<file path="src/design/isfr_pkg.sv">
// ----------------------------------------------------------------------------
// isfr_pkg
// Shared types and constants of the servo frame receiver: parser phases,
// sequencer states, frame constants and the job handed from front to back.
// ----------------------------------------------------------------------------
package isfr_pkg;

  // Parser phase of the front part
  typedef enum logic [2:0] {
    PH_LENGTH  = 3'd0,
    PH_DATA    = 3'd1,
    PH_SUM_LO  = 3'd2,
    PH_SUM_HI  = 3'd3,
    PH_DISCARD = 3'd4
  } phase_t;

  // Channel word sequencer of the back part
  typedef enum logic [1:0] {
    BK_IDLE = 2'd0,
    BK_READ = 2'd1,
    BK_EMIT = 2'd2
  } back_state_t;

  // Frame constants
  localparam logic [7:0]  FRAME_OVERHEAD = 8'd3;
  localparam logic [7:0]  SERVO_COMMAND  = 8'h40;
  localparam logic [15:0] SUM_INIT       = 16'hFFFF;
  localparam logic [7:0]  GAP_RESET      = 8'd3;

  // Field widths fixed by the result items
  localparam int CHAN_W = 4;
  localparam int POS_W  = 5;

  // Register index of the gap setting (address bit 2 upwards)
  localparam logic REG_GAP = 1'b0;

  // One checked servo frame waiting for the back part
  typedef struct packed {
    logic       valid;
    logic [7:0] frame_count;
  } job_t;

endpackage

</file>
<file path="src/design/isfr_front.sv">
// ----------------------------------------------------------------------------
// isfr_front
// Byte parser: gap detection, length check, payload capture into the frame
// store, checksum accumulation and hand-over of good servo frames.
// ----------------------------------------------------------------------------
module isfr_front #(
  parameter int MAX_FRAME_BYTES = 32,
  parameter int PW              = 6,
  parameter int AW              = 5
) (
  input  logic                clk,
  input  logic                rst,
  input  logic                push,
  output logic                full,
  input  logic [7:0]          data_byte,
  input  logic [7:0]          elapsed_ms,
  input  logic [7:0]          gap_ms,
  input  logic                back_busy,
  output isfr_pkg::job_t      job,
  input  logic                job_take,
  output logic                wr_en,
  output logic [AW-1:0]       wr_addr,
  output logic [7:0]          wr_data
);

  localparam logic [7:0]    MAX_B = 8'(MAX_FRAME_BYTES);
  localparam logic [PW-1:0] MAX_P = PW'(MAX_FRAME_BYTES);

  isfr_pkg::phase_t phase, phase_next, phase_eff;
  logic [PW-1:0]    store_pointer, store_pointer_next, ptr_inc;
  logic [PW-1:0]    payload_length, payload_length_next;
  logic [15:0]      running_sum, running_sum_next;
  logic [7:0]       sum_low_byte, sum_low_byte_next;
  logic [7:0]       cmd_byte, cmd_byte_next;
  logic [7:0]       servo_frames, servo_frames_next;
  isfr_pkg::job_t   job_next;
  logic             accept;

  // The store is shared with the back part, so no item enters while a frame
  // is pending or being sent out.
  assign full   = job.valid || back_busy;
  assign accept = push && !full;

  // A long enough silence forces the length phase before the byte is parsed
  assign phase_eff = (elapsed_ms >= gap_ms) ? isfr_pkg::PH_LENGTH : phase;
  assign ptr_inc   = store_pointer + PW'(1);

  // Store write port
  assign wr_en   = accept && (phase_eff == isfr_pkg::PH_DATA) && (store_pointer < MAX_P);
  assign wr_addr = AW'(store_pointer);
  assign wr_data = data_byte;

  // Parser next state
  always_comb begin
    phase_next          = phase;
    store_pointer_next  = store_pointer;
    payload_length_next = payload_length;
    running_sum_next    = running_sum;
    sum_low_byte_next   = sum_low_byte;
    cmd_byte_next       = cmd_byte;
    servo_frames_next   = servo_frames;
    job_next            = job;
    if (job_take) begin
      job_next.valid = 1'b0;
    end
    if (accept) begin
      case (phase_eff)
        isfr_pkg::PH_LENGTH: begin
          if ((data_byte <= MAX_B) && (data_byte > isfr_pkg::FRAME_OVERHEAD)) begin
            store_pointer_next  = '0;
            payload_length_next = PW'(data_byte - isfr_pkg::FRAME_OVERHEAD);
            running_sum_next    = isfr_pkg::SUM_INIT - {8'd0, data_byte};
            phase_next          = isfr_pkg::PH_DATA;
          end else begin
            phase_next = isfr_pkg::PH_DISCARD;
          end
        end
        isfr_pkg::PH_DATA: begin
          if (store_pointer == '0) begin
            cmd_byte_next = data_byte;
          end
          store_pointer_next = ptr_inc;
          running_sum_next   = running_sum - {8'd0, data_byte};
          if (ptr_inc >= payload_length) begin
            phase_next = isfr_pkg::PH_SUM_LO;
          end
        end
        isfr_pkg::PH_SUM_LO: begin
          sum_low_byte_next = data_byte;
          phase_next        = isfr_pkg::PH_SUM_HI;
        end
        isfr_pkg::PH_SUM_HI: begin
          if (({data_byte, sum_low_byte} == running_sum) &&
              (cmd_byte == isfr_pkg::SERVO_COMMAND)) begin
            servo_frames_next    = servo_frames + 8'd1;
            job_next.valid       = 1'b1;
            job_next.frame_count = servo_frames + 8'd1;
          end
          phase_next = isfr_pkg::PH_DISCARD;
        end
        default: begin
          phase_next = isfr_pkg::PH_DISCARD;
        end
      endcase
    end
  end

  // Control state
  always_ff @(posedge clk) begin
    if (rst) begin
      phase        <= isfr_pkg::PH_LENGTH;
      cmd_byte     <= 8'd0;
      servo_frames <= 8'd0;
      job          <= '0;
    end else begin
      phase        <= phase_next;
      cmd_byte     <= cmd_byte_next;
      servo_frames <= servo_frames_next;
      job          <= job_next;
    end
  end

  // Frame payload registers
  always_ff @(posedge clk) begin
    store_pointer  <= store_pointer_next;
    payload_length <= payload_length_next;
    running_sum    <= running_sum_next;
    sum_low_byte   <= sum_low_byte_next;
  end

endmodule

</file>
<file path="src/design/isfr_back.sv">
// ----------------------------------------------------------------------------
// isfr_back
// Frame store and channel word sequencer: reads two store bytes per channel
// and presents each channel word in an output register.
// ----------------------------------------------------------------------------
module isfr_back #(
  parameter int MAX_FRAME_BYTES = 32,
  parameter int CHANNEL_COUNT   = 14,
  parameter int AW              = 5
) (
  input  logic                          clk,
  input  logic                          rst,
  input  isfr_pkg::job_t                job,
  output logic                          job_take,
  output logic                          busy,
  input  logic                          wr_en,
  input  logic [AW-1:0]                 wr_addr,
  input  logic [7:0]                    wr_data,
  output logic                          empty,
  input  logic                          pop,
  output logic [isfr_pkg::CHAN_W-1:0]   channel_index,
  output logic [15:0]                   channel_value,
  output logic [7:0]                    frame_count,
  output logic                          last_channel
);

  localparam logic [7:0] MAX_B = 8'(MAX_FRAME_BYTES);
  localparam logic [isfr_pkg::CHAN_W-1:0] LAST_CH = isfr_pkg::CHAN_W'(CHANNEL_COUNT - 1);

  logic [7:0]                  mem [MAX_FRAME_BYTES];
  logic [MAX_FRAME_BYTES-1:0]  store_vld;

  isfr_pkg::back_state_t       state, state_next;
  logic [isfr_pkg::CHAN_W-1:0] ch, ch_next;
  logic [7:0]                  job_count, job_count_next;
  logic [isfr_pkg::POS_W-1:0]  lo_pos, hi_pos;
  logic                        lo_in, hi_in;
  logic [AW-1:0]               lo_addr, hi_addr;
  logic [7:0]                  rd_lo, rd_hi;
  logic                        lo_ok, hi_ok;
  logic                        out_valid, out_valid_next;
  logic                        load;
  logic                        is_last;

  // Byte positions of the current channel word
  assign lo_pos  = {ch, 1'b1};
  assign hi_pos  = lo_pos + isfr_pkg::POS_W'(1);
  assign lo_in   = 8'(lo_pos) < MAX_B;
  assign hi_in   = 8'(hi_pos) < MAX_B;
  assign lo_addr = AW'(lo_pos);
  assign hi_addr = AW'(hi_pos);
  assign is_last = (ch == LAST_CH);

  // Frame store: written by the parser, read here at two addresses
  always_ff @(posedge clk) begin
    if (wr_en) begin
      mem[wr_addr] <= wr_data;
    end
    if (state == isfr_pkg::BK_READ) begin
      rd_lo <= mem[lo_addr];
      rd_hi <= mem[hi_addr];
    end
  end

  // Entry valid bits make the store read as zero after reset
  always_ff @(posedge clk) begin
    if (rst) begin
      store_vld <= '0;
      lo_ok     <= 1'b0;
      hi_ok     <= 1'b0;
    end else begin
      if (wr_en) begin
        store_vld[wr_addr] <= 1'b1;
      end
      if (state == isfr_pkg::BK_READ) begin
        lo_ok <= lo_in && store_vld[lo_addr];
        hi_ok <= hi_in && store_vld[hi_addr];
      end
    end
  end

  // Sequencer next state and handshake
  always_comb begin
    state_next     = state;
    ch_next        = ch;
    job_count_next = job_count;
    job_take       = 1'b0;
    load           = 1'b0;
    out_valid_next = out_valid && !pop;
    case (state)
      isfr_pkg::BK_IDLE: begin
        if (job.valid) begin
          job_take       = 1'b1;
          job_count_next = job.frame_count;
          ch_next        = '0;
          state_next     = isfr_pkg::BK_READ;
        end
      end
      isfr_pkg::BK_READ: begin
        state_next = isfr_pkg::BK_EMIT;
      end
      isfr_pkg::BK_EMIT: begin
        if (!out_valid || pop) begin
          load           = 1'b1;
          out_valid_next = 1'b1;
          ch_next        = ch + isfr_pkg::CHAN_W'(1);
          state_next     = is_last ? isfr_pkg::BK_IDLE : isfr_pkg::BK_READ;
        end
      end
      default: begin
        state_next = isfr_pkg::BK_IDLE;
      end
    endcase
  end

  assign busy  = (state != isfr_pkg::BK_IDLE);
  assign empty = !out_valid;

  // Sequencer and output valid registers
  always_ff @(posedge clk) begin
    if (rst) begin
      state     <= isfr_pkg::BK_IDLE;
      out_valid <= 1'b0;
    end else begin
      state     <= state_next;
      out_valid <= out_valid_next;
    end
  end

  // Channel counter, frame count and output word
  always_ff @(posedge clk) begin
    ch        <= ch_next;
    job_count <= job_count_next;
    if (load) begin
      channel_index <= ch;
      channel_value <= {hi_ok ? rd_hi : 8'd0, lo_ok ? rd_lo : 8'd0};
      frame_count   <= job_count;
      last_channel  <= is_last;
    end
  end

endmodule

</file>
<file path="src/design/ibus_servo_frame_receiver_top.sv">
// ----------------------------------------------------------------------------
// ibus_servo_frame_receiver_top
// Servo frame receiver: parser front, frame store and channel word back end,
// and the gap setting register on an APB-style port.
// ----------------------------------------------------------------------------
// Bytes are taken one per cycle while no servo frame is pending or being read out.
// After a good servo frame's last checksum byte the job is registered and taken by the
// idle back end, which then makes each word by a store read and an output load; full
// stays high until the last word is loaded, longer while a waiting word is not popped.
// Reset (rst, synchronous) clears the parser, counter, output valid flag and
// the store valid bits at once, so the store reads zero with no clearing pass.
module ibus_servo_frame_receiver_top #(
  parameter int MAX_FRAME_BYTES = 32,
  parameter int CHANNEL_COUNT   = 14
) (
  input  logic                        clk,
  input  logic                        rst,
  input  logic                        push,
  output logic                        full,
  input  logic [7:0]                  data_byte,
  input  logic [7:0]                  elapsed_ms,
  output logic                        empty,
  input  logic                        pop,
  output logic [isfr_pkg::CHAN_W-1:0] channel_index,
  output logic [15:0]                 channel_value,
  output logic [7:0]                  frame_count,
  output logic                        last_channel,
  input  logic                        psel,
  input  logic                        penable,
  input  logic                        pwrite,
  input  logic [2:0]                  paddr,
  input  logic [31:0]                 pwdata,
  output logic [31:0]                 prdata,
  output logic                        pready
);

  localparam int PW = $clog2(MAX_FRAME_BYTES + 1);
  localparam int AW = $clog2(MAX_FRAME_BYTES);

  logic           [7:0] gap_ms;
  logic                 cfg_write;
  isfr_pkg::job_t       job;
  logic                 job_take;
  logic                 back_busy;
  logic                 wr_en;
  logic [AW-1:0]        wr_addr;
  logic [7:0]           wr_data;

  // Configuration port
  assign pready    = 1'b1;
  assign cfg_write = psel && penable && pwrite && pready;

  always_ff @(posedge clk) begin
    if (rst) begin
      gap_ms <= isfr_pkg::GAP_RESET;
    end else if (cfg_write && (paddr[2] == isfr_pkg::REG_GAP)) begin
      gap_ms <= pwdata[7:0];
    end
  end

  assign prdata = (paddr[2] == isfr_pkg::REG_GAP) ? {24'd0, gap_ms} : 32'd0;

  // Parser front
  isfr_front #(
    .MAX_FRAME_BYTES(MAX_FRAME_BYTES),
    .PW(PW),
    .AW(AW)
  ) u_front (
    .clk(clk),
    .rst(rst),
    .push(push),
    .full(full),
    .data_byte(data_byte),
    .elapsed_ms(elapsed_ms),
    .gap_ms(gap_ms),
    .back_busy(back_busy),
    .job(job),
    .job_take(job_take),
    .wr_en(wr_en),
    .wr_addr(wr_addr),
    .wr_data(wr_data)
  );

  // Store and channel word back end
  isfr_back #(
    .MAX_FRAME_BYTES(MAX_FRAME_BYTES),
    .CHANNEL_COUNT(CHANNEL_COUNT),
    .AW(AW)
  ) u_back (
    .clk(clk),
    .rst(rst),
    .job(job),
    .job_take(job_take),
    .busy(back_busy),
    .wr_en(wr_en),
    .wr_addr(wr_addr),
    .wr_data(wr_data),
    .empty(empty),
    .pop(pop),
    .channel_index(channel_index),
    .channel_value(channel_value),
    .frame_count(frame_count),
    .last_channel(last_channel)
  );

  // The store is never written while the back end reads it
  a_no_write_busy: assert property (@(posedge clk) disable iff (rst)
    wr_en |-> !back_busy)
    else $error("frame store written while channel words are read");

  // The final word of a frame carries the highest channel number
  a_last_index: assert property (@(posedge clk) disable iff (rst)
    (!empty && last_channel) |-> (channel_index == isfr_pkg::CHAN_W'(CHANNEL_COUNT - 1)))
    else $error("last channel flag on wrong channel");

  // A pending frame that is taken leaves the back end busy and the job slot empty
  a_take_idle: assert property (@(posedge clk) disable iff (rst)
    job_take |=> (back_busy && !job.valid))
    else $error("frame hand-over lost");

endmodule

</file>
<file path="config.mk">
export PLATFORM = sky130hd
export DESIGN_NAME = ibus_servo_frame_receiver_top
export DESIGN_NICKNAME = d
export VERILOG_FILES = /design/src/design/isfr_pkg.sv /design/src/design/isfr_front.sv /design/src/design/isfr_back.sv /design/src/design/ibus_servo_frame_receiver_top.sv
export SDC_FILE = /design/constraint.sdc
export NUM_CORES = 1
export LEC_CHECK = 0
export ABC_CLOCK_PERIOD_IN_PS = 4200
export BUFFER_PORTS_ARGS = -buffer_cell sky130_fd_sc_hd__clkbuf_2
export CAP_MARGIN = 20
export CORE_MARGIN = 2
export CORE_UTILIZATION = 31
export CTS_CLUSTER_SIZE = 28
export DETAILED_ROUTE_END_ITERATION = 10
export GPL_ROUTABILITY_DRIVEN = 0
export SLEW_MARGIN = 20
export SYNTH_ARGS = -nofsm -noshare
export SYNTH_HDL_FRONTEND = slang
export SYNTH_SLANG_ARGS = --single-unit
</file>
<file path="constraint.sdc">
create_clock -name clk -period 4.2 [get_ports clk]
set_input_delay 0.84 -clock clk [delete_from_list [all_inputs] [get_ports clk]]
set_output_delay 0.84 -clock clk [all_outputs]
set_load 0.1 [all_outputs]
</file>
# --- After elaboration in Yosys (flattened, before gate mapping) ---
# Memory sizes are Yosys's and may differ from the RTL's. A register that Yosys moved wholly into a read port is not among the register bits.
# Index checks and enable logic that the tools add are counted.
classes:
  mul: 0
  add_sub_neg: 7
  shifts: 0
  magnitude_cmp: 9
  n_reduce_logical: 30
  eq_ne: 12
  n_mux: 34
  n_bitwise: 2
  n_div: 0
ops:
  columns: ["operator", "n"]
  rows:
  - ["32-bit bitwise OR", 1]
  - ["16-bit case mux with 2 select lines", 1]
  - ["9-bit 2-to-1 mux", 3]
  - ["5-bit by 6-bit < comparator with 1-bit output, second input constant", 3]
  - ["16-bit == test", 1]
  - ["16-bit 2-to-1 mux", 1]
  - ["16-bit by 8-bit subtractor with 16-bit output", 1]
  - ["3-bit AND reduction", 5]
  - ["1-bit 2-to-1 mux", 13]
  - ["6-bit case mux with 2 select lines", 1]
  - ["1-bit logical AND", 10]
  - ["1-bit by 9-bit subtractor with 10-bit output, first input constant", 1]
  - ["3-bit 2-to-1 mux", 3]
  - ["3-bit case mux with 3 select lines", 1]
  - ["8-bit by 1-bit adder with 8-bit output, second input constant", 1]
  - ["8-bit by 7-bit == test with 1-bit output, second input constant", 1]
  - ["8-bit >= comparator", 1]
  - ["8-bit by 2-bit greater-than comparator with 1-bit output, second input constant", 1]
  - ["8-bit by 6-bit less-or-equal comparator with 1-bit output, second input constant", 1]
  - ["4-bit 2-to-1 mux", 2]
  - ["8-bit 2-to-1 mux", 1]
  - ["4-bit case mux with 2 select lines", 1]
  - ["2-bit AND reduction", 4]
  - ["6-bit by 1-bit adder with 6-bit output, second input constant", 1]
  - ["other kinds (26)", 35]
word_totals:
  mem_bits_rw: 256
  reg_bits: 142
  memories: 1
  rom_bits: 0
  in_bits: 58
  latchBits: 0
memory_table:
  columns: ["name", "words", "width", "read_ports", "rd_ports_with_merged_regs", "write_ports", "line_no", "text"]
  rows:
  - ["u_back.mem", 32, 8, 2, 2, 1, "isfr_back.sv:30", "logic [7:0] mem [MAX_FRAME_BYTES];"]

# --- Longest topological paths before layout ---
# Gate-level depths: netlist of the first run.
depth:
  word_depth: 8
  mapped_depth: 10
  depth_no_buf: 10

# --- Hierarchy ---
# Synthesis of the first run repeated with hierarchy kept, for this count alone.
unflattened:
  cells_unflattened: 1119
  area_unflattened_um2: 17435.5
modules_own_cells:
  columns: ["mod", "instances", "cells_per_inst", "area_per_inst_um2"]
  rows:
  - ["isfr_back", 1, 679, 13264.0]
  - ["isfr_front", 1, 370, 3550.9]
  - ["ibus_servo_frame_receiver_top", 1, 70, 620.6]

# --- Worst setup path before layout of the first run ---
# OpenSTA, ideal clock, no wires.
synth_timing:
  path_kind: "input-to-reg"
  from: "input elapsed_ms[6]"
  to: "register u_front.running_sum[0] (enable)"
  arrival_time_ns: 3.809
  path_stages: 5
  path_slack_ns: -0.048
  path_buffers: 0
  t_required_ns: 3.762
  path_cell_list: "ha_1 a21o_1 a22o_1 a2111o_1 a221oi_1"
synth_between:
  elab_chain_cells: 5
  word_cells_on_any_way: 7
synth_lines:
  columns: ["item", "line_no", "text"]
  rows:
  - ["from (decl)", "ibus_servo_frame_receiver_top.sv:21", "input logic [7:0] elapsed_ms,"]
  - ["8-bit >= comparator (*)", "isfr_front.sv:45", "assign phase_eff = (elapsed_ms >= gap_ms) ? isfr_pkg::PH_LENGTH : phase;"]
  - ["3-bit 2-to-1 mux (*)", "isfr_front.sv:45", null]
  - ["3-bit zero test / 3-bit by 1-bit == test with 1-bit output (equally long branches)", "isfr_front.sv:67", "case (phase_eff)"]
  - ["2-bit by 1-bit inequality test with 1-bit output (no line) / 2-bit nonzero test (equally long branches)", null, null]
  - ["3-bit AND reduction (no line) (*)", null, null]
  - ["to (signal assigned)", "isfr_front.sv:127", "running_sum <= running_sum_next;"]
  - ["to (decl)", "isfr_front.sv:32", "logic [15:0] running_sum, running_sum_next;"]
# Mark *: on every way between the ends. The rest lies on a longest branch, timed or not.
# A chain may end at the register's enable or synchronous reset.

# --- Worst setup path in the final report of the first run ---
layout_timing:
  from: "register gap_ms[6]"
  to: "register, netlist name u_front.job[7]"
layout_between:
  elab_chain_cells: 4
layout_lines:
  columns: ["item", "line_no", "text"]
  rows:
  - ["from (decl)", "ibus_servo_frame_receiver_top.sv:40", "logic [7:0] gap_ms;"]
  - ["from (signal assigned)", "ibus_servo_frame_receiver_top.sv:55", "gap_ms <= isfr_pkg::GAP_RESET;"]
  - ["from (signal assigned)", "ibus_servo_frame_receiver_top.sv:57", "gap_ms <= pwdata[7:0];"]
  - ["8-bit >= comparator", "isfr_front.sv:45", null]
  - ["3-bit 2-to-1 mux", "isfr_front.sv:45", null]
  - ["3-bit by 2-bit == test with 1-bit output", "isfr_front.sv:67", null]
  - ["3-bit AND reduction (no line)", null, null]
# No other way between the ends.

==> results.json, run 1 <==
{
  "status": "finished, final reports clean",
  "finalHoldViolCount": 0,
  "clock_latency_ns": 0.57,
  "drive_above_1_share_pct": 24.49,
  "p_seq_share_pct": 52.7,
  "cts_buffer_depth": 3,
  "maxCapViolCount": 0,
  "wl_per_cell_um": 19.02,
  "clock_power_share_pct": 43.6,
  "grt_pass1_wl_um": 56080,
  "finalClockSkew_ns": 0.02513,
  "routed_wl_um": 36620,
  "yosys.area.top_type_share_pct": 61.38,
  "worst-r2r-setup-slack_ns": 1.08,
  "netlist_area_sq_um": 17080,
  "startpoint_type": "flip-flop",
  "dieArea_sq_um": 56980,
  "grt_pass1_vias": 9463,
  "period_share_pct": 74.38,
  "utilization_pct": 36.30,
  "synth_warnings": 0,
  "slew_viol_final": 0,
  "clkTransAtPathRegs_ns": 0.06,
  "sw_frac_of_total_pct": 21.42,
  "max_freq_mhz": 320.1,
  "finalNetCount": 1276,
  "p_switching_w": 0.001809,
  "relSlewSlack_pct": 42.89,
  "synthTopCellsByArea": "edfxtp_1 (61%), mux4_2 (12%), dfxtp_1 (7.6%)",
  "path_delay_family": "simple AND/OR/NAND/NOR gates",
  "antenna_found_initial": 2,
  "end_kind": "flip-flop",
  "diodes": 0,
  "path_class": "flip-flop to flip-flop",
  "setup_violations": 0,
  "ys.flop_type": "edfxtp_1",
  "cts_inserted_buffers": 43,
  "worst-path-buf-inv": 1,
  "critical_path.max_stage_delay_ns": 0.70,
  "rows": 86,
  "cp_slowest_cell": "or4_4",
  "p_per_area_nw_per_um2": 424.9,
  "dp.cells": 1845,
  "synthCells": 1057,
  "synth_top_area_cell": "edfxtp_1",
  "postCtsSetupBuffers": 0,
  "drt-initial-drc-count": 656,
  "worst_pin_slew_ns": 0.8566,
  "first_pass_iters": 5,
  "grt_max_degree": 55,
  "ys_seq_area_share_pct": 69.00,
  "postSynthAreaPerCell_sq_um": 16.15,
  "crit_chain": "inv_1, ha_1, a21o_1, a22o_1, a2111o_1, or4_4, or4_1, a21oi_1",
  "vias_per_cell": 4.822,
  "overflow": 0,
  "ios": 122,
  "die_w_um": 238.7,
  "tns_ns": 0,
  "leakagePower_nw": 6.675,
  "coreArea_sq_um": 54770,
  "worstHoldPathType": "flip-flop to flip-flop",
  "p_int_w": 0.006637,
  "hold_buffers": 0,
  "port_buffers": 70,
  "drtAntennaViolNets": 0,
  "grt_usage_pct": 13.08,
  "ys_ff_latch": 414,
  "dp_slack_ns": 0.5239,
  "drc_errors": 0,
  "cp.arrival_ns": 3.61,
  "cts_root_buffer": "clkbuf_16",
  "area_delta_synth_final_pct": 16.42,
  "finalCriticalPeriod_ns": 3.124,
  "cp.required_ns": 4.68,
  "async_reset_ff_share_pct": 0,
  "cts_tree": "built",
  "p_comb_share_pct": 3.7,
  "fill_cells": 5109,
  "rsz0062_at_grt": "false",
  "setup_ws_ns": 1.076,
  "clkSinkCount": 414,
  "ir_worst_vdd_mv": 0.3098,
  "dp_hpwl_um": 24030,
  "crit_fanout": 15,
  "cts_resized": 0,
  "fp.dieH_um": 238.7,
  "ys_types": 52,
  "htreeDepth": 2,
  "synth-edff-count": 349,
  "initial_core_util_pct": 31.18,
  "layout.cells.non_filler": 1925,
  "vias": 9282
}
-- final cells by class --
type / instances / area [sq um] / area share [%]
Clock buffer: 57 / 1189 / 5.979
Clock inverter: 23 / 183.9 / 0.9252
Sequential cell: 414 / 11780 / 59.26
Multi-Input combinational cell: 561 / 4907 / 24.69
Inverter: 39 / 146.4 / 0.7364
Tap cell: 704 / 880.8 / 4.431
Timing Repair Buffer: 127 / 790.8 / 3.978
-- power groups by stage --
stage / Combinational, W / Sequential, W / Clock, W
detailed placement: 0.000313 / 0.00454 / 0
CTS: 0.000314 / 0.00445 / 0.00379
floorplan: 0.000230 / 0.00454 / 0
finish: 0.000312 / 0.00445 / 0.00368
global route: 0.000338 / 0.00445 / 0.00393
global placement: 0.000306 / 0.00454 / 0
-- cells in the mapped netlist (all sizes together), types with 2 or more instances --
cell / instances
and3b: 2
nand2: 45
xor2: 7
ha: 31
and3: 4
o31ai: 9
conb: 2
dfxtp: 65
or4: 12
nand2b: 3
buf: 31
o21a: 11
a21o: 6
a21boi: 2
clkbuf: 35
nor3: 14
nand3: 26
nor2: 88
a211oi: 3
xnor2: 28
nor4b: 2
edfxtp: 349
o21ai: 12
mux4: 90
o31a: 2
nor2b: 7
nand4b: 2
and2: 24
a21oi: 62
a22o: 2
mux2i: 6
inv: 39
a31oi: 3
nand4: 5
and4: 3
or3: 5
nand3b: 2
nor3b: 2
or2: 7
-- routing by layer --
layer	vias to the layer above	GRT usage (%)	share of wire (%)
met5	-	0	0.074
met4	4	3.939	2.4
met3	65	2.587	5.0
met2	213	22.91	51
met1	4725	16.30	42
li1	4275	-	-
-- stage by stage --
stage | power [W] | instance area, sq um | hold slack (ns)
3_5_place_dp | 0.004854 | 18510 | 0.4066
2_1_floorplan | 0.004768 | 17170 | 0.4003
6_report | 0.008446 | 19880 | 0.4185
4_1_cts | 0.008555 | 19880 | 0.4215
3_3_place_gp | 0.004847 | 18510 | 0.4054
5_1_grt | 0.008723 | 19880 | 0.4259
-- cells in the final DEF, fill, tap and decap left out, drive strengths merged, types with 6 or more instances in the layout --
master | netlist | final
ha | 31 | 31
o21ai | 12 | 12
nand2 | 45 | 45
buf | 31 | 57
nor3 | 14 | 14
or4 | 12 | 12
conb | 2 | 25
nor2b | 7 | 7
clkbuf | 35 | 127
inv | 39 | 44
o31ai | 9 | 9
nand3 | 26 | 26
a21oi | 62 | 62
a21o | 6 | 6
xnor2 | 28 | 28
xor2 | 7 | 7
clkinv | 0 | 14
mux4 | 90 | 90
and2 | 24 | 24
edfxtp | 349 | 349
or2 | 7 | 7
nor2 | 88 | 88
o21a | 11 | 11
mux2i | 6 | 6
dfxtp | 65 | 65
-- logic make-up (layout without fill, tap and decap cells) --
family	after synthesis	after routing	synth area share [%]
DFF	414	414	69.00
and+or+nand+nor	255	255	7.496
AOI/OAI and AO/OA	118	118	4.191
buffers and inverters	105	246	2.865
muxes	96	96	12.22
xor gates and xnor gates	35	35	1.795
adders and majority gates	32	32	2.389
other	2	25	0.04398
-- path summary, 6_finish.rpt --
path | depth (start not counted) | startpoint | end
min | 0 | u_back.job_count[1]$_DFFE_PP_ | u_back.frame_count[1]$_DFFE_PP_
min reg2reg | 0 | u_back.job_count[1]$_DFFE_PP_ | u_back.frame_count[1]$_DFFE_PP_
max | 8 | gap_ms[6]$_SDFFE_PP0P_ | u_front.job[7]$_SDFFE_PP0P_
max reg2reg | 8 | gap_ms[6]$_SDFFE_PP0P_ | u_front.job[7]$_SDFFE_PP0P_
-- flip-flops by register name, indices dropped and copies added (netlist names), 8 cells and up --
name                  flops
u_back.job_count          8
u_back.rd_hi              8
gap_ms                    8
u_back.frame_count        8
u_back.mem              256
u_front.running_sum      16
u_back.channel_value     16
u_front.job               9
u_front.sum_low_byte      8
u_back.rd_lo              8
u_front.cmd_byte          8
u_back.store_vld         32
Note: power is estimated with default switching activity, not from simulation.
==> run 2: changes to the inputs <==
--- a/config.mk
+++ b/config.mk
@@ -5,7 +5,7 @@
 export SDC_FILE = /design/constraint.sdc
 export NUM_CORES = 1
 export LEC_CHECK = 0
-export ABC_CLOCK_PERIOD_IN_PS = 4200
+export ABC_CLOCK_PERIOD_IN_PS = 2600
 export BUFFER_PORTS_ARGS = -buffer_cell sky130_fd_sc_hd__clkbuf_2
 export CAP_MARGIN = 20
 export CORE_MARGIN = 2
==> constraint.sdc (replaced) <==
create_clock -name clk -period 2.6 [get_ports clk]
set_input_delay 0.52 -clock clk [delete_from_list [all_inputs] [get_ports clk]]
set_output_delay 0.52 -clock clk [all_outputs]
set_load 0.1 [all_outputs]
==> run 2 against run 1 <==
Against the previous run: the run now ends with setup timing left; setup slack got worse by 1.1 ns; critical path type unchanged; sequential cell count did not move; global-route usage increased by 0.57 points; design area increased by 5.8%; wire length increased by 5.1%; utilization rose by 2.1 points; sequential power grew 62%; sequential share of layout area decreased by 3.2 points; highest routed layer unchanged.
==> results.json, run 2 (synthesized netlist as in run 1, its figures left out) <==
{
  "worst-r2r-setup-slack_ns": -0.04,
  "drt-initial-drc-count": 776,
  "initial_core_util_pct": 31.18,
  "hold_path_end": "gap_ms[3]$_SDFFE_PP0P_",
  "drtAntennaViolNets": 0,
  "antenna_found_initial": 2,
  "violations": "setup timing",
  "cts_inserted_buffers": 44,
  "routed_wl_um": 38490,
  "crit_chain": "xnor2_2, nand4_1, or4_4, or4_4, or4_4, a21oi_2",
  "gr-usage-met1_pct": 17.05,
  "p_per_area_nw_per_um2": 663.0,
  "finalHoldViolCount": 0,
  "dieArea_sq_um": 56980,
  "placedInstanceArea_sq_um": 19390,
  "largest_reg_flops": 256,
  "startpoint_type": "flip-flop",
  "fp.dieH_um": 238.7,
  "utilization_pct": 38.41,
  "period_share_pct": 101.6,
  "total_power_w": 0.01395,
  "setup_violations": 3,
  "area_delta_synth_final_pct": 23.21,
  "hold_ws_ns": 0.1725,
  "cp.required_ns": 3.10,
  "path_delay_family": "simple AND/OR/NAND/NOR gates",
  "ir_worst_vdd_mv": 0.3623,
  "maxCapViolCount": 0,
  "leakagePower_nw": 7.189,
  "grtUsageMet3_pct": 2.333,
  "htreeDepth": 2,
  "end_kind": "flip-flop",
  "finalCriticalPeriod_ns": 2.642,
  "ios": 122,
  "cp.arrival_ns": 3.14,
  "slew_viol_final": 0,
  "rsz0062_at_grt": "true",
  "cts_buffer_depth": 3,
  "cp_slowest_cell": "or4_4",
  "port_buffers": 70,
  "critical_path.max_stage_delay_ns": 0.61,
  "clock_latency_ns": 0.57,
  "mostFrequentLayoutCells": "edfxtp_1 (349), buf_4 (110), mux4_2 (90)",
  "max_freq_mhz": 378.5,
  "multi_input_area_sq_um": 5144,
  "layout_commonest_cell": "edfxtp_1",
  "grt_use_met2_pct": 23.94,
  "first_pass_iters": 5,
  "finalNetCount": 1359,
  "clkTransAtPathRegs_ns": 0.06,
  "rr_startpoint": "u_front.running_sum[8]$_SDFFCE_PP1P_",
  "final-seq-area_sq_um": 11790,
  "crit_fanout": 6,
  "grt_usage_pct": 13.64,
  "drive_above_1_share_pct": 32.87,
  "largest-register": "u_back.mem",
  "finalClockSkew_ns": 0.02210,
  "drc_errors": 0,
  "grt_max_degree": 51,
  "r2r-end": "u_front.job[5]$_SDFFE_PP0P_",
  "dp_hpwl_um": 25730,
  "cts_tree": "built",
  "holdPathStages": 3,
  "top_regs": "u_back.mem (256), u_back.store_vld (32)",
  "reg2reg_depth": 6,
  "relSlewSlack_pct": 62.81,
  "fill_cells": 4984,
  "wl_per_cell_um": 19.16,
  "die_w_um": 238.7,
  "vias_per_cell": 4.795,
  "crit_top_cell": "or4_4",
  "worst_pin_slew_ns": 0.5578,
  "coreArea_sq_um": 54770,
  "worstHoldStart": "pwdata[3]",
  "setup_ws_ns": -0.04167,
  "worstHoldPathType": "primary input to flip-flop",
  "stdcell_area_sq_um": 21040,
  "globalRoute.busiestLayer": "met2",
  "vias": 9633,
  "worst-path-buf-inv": 0,
  "clkSinkCount": 414,
  "status": "finished, violations left",
  "grt_pass1_wl_um": 58220,
  "cts_root_buffer": "clkbuf_16",
  "overflow": 0,
  "diodes": 0,
  "rows": 86,
  "grt_pass1_vias": 9715,
  "path_class": "flip-flop to flip-flop"
}
-- run 2: cell types whose count changed in the layout (fill, tap and decap cells not counted), moves of 6 or more --
cell	before	now
buf_4	56	110
nor2_1	87	72
clkbuf_8	6	0
nor2_2	0	12
buf_12	1	17
buf_6	0	11
-- run 2: worst max path at each step --
stage	to	cells past startpoint	startpoint	slack (ns)
CTS	u_front.job[3]$_SDFFE_PP0P_	8	gap_ms[6]$_SDFFE_PP0P_	-0.05
global route	u_front.job[6]$_SDFFE_PP0P_	10	gap_ms[6]$_SDFFE_PP0P_	-0.13
detailed placement	u_front.job[5]$_SDFFE_PP0P_	7	push	-0.48
global placement	u_front.job[5]$_SDFFE_PP0P_	7	push	-0.46
floorplan	u_back.mem[24][0]$_DFFE_PP_	7	elapsed_ms[6]	-0.15
finish	u_front.job[5]$_SDFFE_PP0P_	6	u_front.running_sum[8]$_SDFFCE_PP1P_	-0.04
-- run 2: metal layers --
layer	vias to the layer above	wire, um
met2	211	19740
li1	4437	-
met1	4926	16110
met5	-	7
met4	2	839
met3	57	1796
-- run 2: layout make-up --
class                   instances  area share, %
clock buffers                  52          5.680
clock inverters                30          1.160
inverters                      39         0.6958
multi-input cells             562          24.45
flip-flops and latches        414          56.03
well taps                     704          4.187
repair buffers                208          7.797
-- run 2: timing repair --
item                                   CTS  global route
gates resized for setup                 18            26
pin swaps                                9             9
cloned                                   1             0
setup buffers                            1             4
setup endpoints to repair                7           174
hold buffers                             0             0
endpoints found under the hold margin    0             0
-- run 2: per-stage QoR --
stage	cells	setup slack [ns]	TNS [ns]
after detailed placement	1921	-0.4773	-44.27
after floorplan	1080	-0.1505	-21.48
after global routing	2009	-0.1254	-2.633
final	2009	-0.04167	-0.08912
after global placement	1921	-0.4606	-35.65
after CTS	2005	-0.05314	-0.1062
-- run 2: report_power, final --
part | internal, W | total [W] | switching (W)
combinational | 0.000150 | 0.000573 | 0.000422
clock | 0.00360 | 0.00619 | 0.00259
sequential | 0.00718 | 0.00719 | 0.00000940
-- run 2: worst min-delay path, delay by kind of cell --
kind	cells	cell delay (ns)
buffers and inverters	1	0.08
AOI/OAI and AO/OA	1	0.05
and+or+nand+nor	1	0.05
==> run 3: changes to the inputs <==
--- a/config.mk
+++ b/config.mk
@@ -8,11 +8,13 @@
 export ABC_CLOCK_PERIOD_IN_PS = 2600
 export BUFFER_PORTS_ARGS = -buffer_cell sky130_fd_sc_hd__clkbuf_2
 export CAP_MARGIN = 20
+export CORE_ASPECT_RATIO = 1.25
 export CORE_MARGIN = 2
-export CORE_UTILIZATION = 31
+export CORE_UTILIZATION = 54
 export CTS_CLUSTER_SIZE = 28
 export DETAILED_ROUTE_END_ITERATION = 10
 export GPL_ROUTABILITY_DRIVEN = 0
+export PLACE_DENSITY = 0.75
 export SLEW_MARGIN = 20
 export SYNTH_ARGS = -nofsm -noshare
 export SYNTH_HDL_FRONTEND = slang
==> run 3 against run 2 <==
Against the previous run: non-clock buffer count is 6 lower; clock skew is 0.0065 ns lower; register-to-register slack worse by 0.03 ns; sequential cell count stayed put; design area is 2.3% lower; the flow still finishes with violations (setup timing); critical endpoint unchanged.
==> results.json, run 3 (synthesized netlist as in run 1, its figures left out) <==
{
  "worst-path-buf-inv": 1,
  "relSlewSlack_pct": 56.65,
  "critical_path.max_stage_delay_ns": 0.55,
  "top_regs": "u_back.mem (256), u_back.store_vld (32)",
  "grt_pass1_vias": 10090,
  "drc_errors": 0,
  "sw_frac_of_total_pct": 20.87,
  "die_w_um": 163.1,
  "cts_root_buffer": "clkbuf_16",
  "dp.cells": 1620,
  "setup_violations": 6,
  "leakagePower_nw": 7.082,
  "slew_viol_final": 0,
  "overflow": 0,
  "finalHoldViolCount": 0,
  "coreArea_sq_um": 31080,
  "p_int_w": 0.01072,
  "diodes": 0,
  "first_pass_iters": 5,
  "tns_ns": -0.1889,
  "layout.cells.non_filler": 1695,
  "grt_max_degree": 39,
  "violations": "setup timing",
  "largest_reg_flops": 256,
  "rows": 72,
  "gr-usage-met1_pct": 28.02,
  "vias": 9736,
  "ir_worst_vdd_mv": 0.3649,
  "end_kind": "flip-flop",
  "path_class": "flip-flop to flip-flop",
  "max_freq_mhz": 373.7,
  "utilization_pct": 66.11,
  "cts_inserted_buffers": 39,
  "clkTransAtPathRegs_ns": 0.06,
  "worst_pin_slew_ns": 0.6502,
  "p_seq_share_pct": 53.0,
  "cts_buffer_depth": 3,
  "crit_chain": "inv_2, ha_4, and3_4, and3_4, a2111o_1, or4_4, or4_1, a21oi_1",
  "startpoint_type": "flip-flop",
  "rsz0062_at_grt": "true",
  "vias_per_cell": 5.744,
  "drtAntennaViolNets": 0,
  "clkSinkCount": 414,
  "cp.arrival_ns": 3.14,
  "drive_above_1_share_pct": 32.14,
  "antenna_found_initial": 0,
  "finalClockSkew_ns": 0.01561,
  "wl_per_cell_um": 21.57,
  "worst-r2r-setup-slack_ns": -0.08,
  "layout_commonest_cell": "edfxtp_1",
  "worstHoldPathType": "primary input to flip-flop",
  "p_per_area_nw_per_um2": 659.5,
  "p_switching_w": 0.002828,
  "largest-register": "u_back.mem",
  "p_comb_share_pct": 4.2,
  "finalNetCount": 1348,
  "grt_use_met2_pct": 41.99,
  "area_delta_synth_final_pct": 20.33,
  "cp_slowest_cell": "a2111o_1",
  "routed_wl_um": 36550,
  "total_power_w": 0.01355,
  "cp.required_ns": 3.06,
  "crit_top_cell": "and3_4",
  "finalCriticalPeriod_ns": 2.676,
  "htreeDepth": 2,
  "grtUsageMet3_pct": 3.023,
  "maxCapViolCount": 0,
  "globalRoute.busiestLayer": "met2",
  "mostFrequentLayoutCells": "edfxtp_1 (349), buf_4 (99), mux4_2 (90)",
  "initial_core_util_pct": 54.94,
  "crit_fanout": 5,
  "dieArea_sq_um": 33070,
  "status": "finished, violations left",
  "path_delay_family": "simple AND/OR/NAND/NOR gates",
  "clock_latency_ns": 0.53,
  "grt_usage_pct": 22.83,
  "grt_pass1_wl_um": 57040,
  "setup_ws_ns": -0.07629,
  "fp.dieH_um": 202.8,
  "cts_tree": "built",
  "port_buffers": 70,
  "period_share_pct": 102.9,
  "clock_power_share_pct": 42.7,
  "drt-initial-drc-count": 632,
  "dp_hpwl_um": 24090,
  "ios": 122
}
==> run 3: area by class of cell <==
cell class / count / area [sq um]
flip-flops and latches: 414 / 11790
fillers: 2107 / 10530
multi-input cells: 562 / 5142
repair buffers: 202 / 1653
clock buffers: 46 / 1045
well taps: 407 / 509.2
clock inverters: 25 / 264.0
inverters: 39 / 146.4
==> run 3: per-layer routing <==
metal | wire [um] | up-vias | part of all wire (%)
li1 | - | 4420 | -
met1 | 13870 | 4938 | 38
met2 | 20090 | 315 | 55
met3 | 1739 | 63 | 4.8
met4 | 854 | 0 | 2.3
met5 | 0 | - | 0
==> run 3: power groups by stage <==
stage          clock (W)  combinational, W  sequential (W)
2_1_floorplan          0          0.000380         0.00733
3_3_place_gp           0          0.000550         0.00733
3_5_place_dp           0          0.000565         0.00733
6_report         0.00579          0.000573         0.00719
5_1_grt          0.00611          0.000619         0.00718
4_1_cts          0.00585          0.000569         0.00719
==> run 3: repair_timing <==
action,in CTS,in global routing
buffers inserted,2,1
cloned,1,0
pin swaps,2,3
gates resized for setup,9,42
setup endpoints to repair,58,217
hold buffers,0,0
==> run 3: path summary, 6_finish.rpt <==
| path | startpoint | endpoint | cells after the start |
|---|---|---|---|
| hold / removal | pwdata[7] | gap_ms[7]$_SDFFE_PP0P_ | 3 |
| hold reg to reg | u_back.job_count[3]$_DFFE_PP_ | u_back.frame_count[3]$_DFFE_PP_ | 0 |
| setup reg to reg | gap_ms[5]$_SDFFE_PP0P_ | u_front.job[5]$_SDFFE_PP0P_ | 8 |
| setup / recovery | gap_ms[5]$_SDFFE_PP0P_ | u_front.job[5]$_SDFFE_PP0P_ | 8 |
==> run 3: metrics by stage <==
| stage | cell area (sq um) | setup WS [ns] | hold slack [ns] |
|---|---|---|---|
| CTS | 20390 | -0.07397 | 0.1929 |
| global route | 20550 | -0.1190 | 0.2241 |
| global placement | 19030 | -0.2527 | 0.4036 |
| finish | 20550 | -0.07629 | 0.2074 |
| detailed placement | 19030 | -0.2888 | 0.4045 |
| floorplan | 17300 | -0.1505 | 0.4003 |
==> run 3: worst min-delay path, cell delays in order <==
cell and delay [ns]:
clkbuf_2 0.08, nand2_1 0.04, a21oi_1 0.05
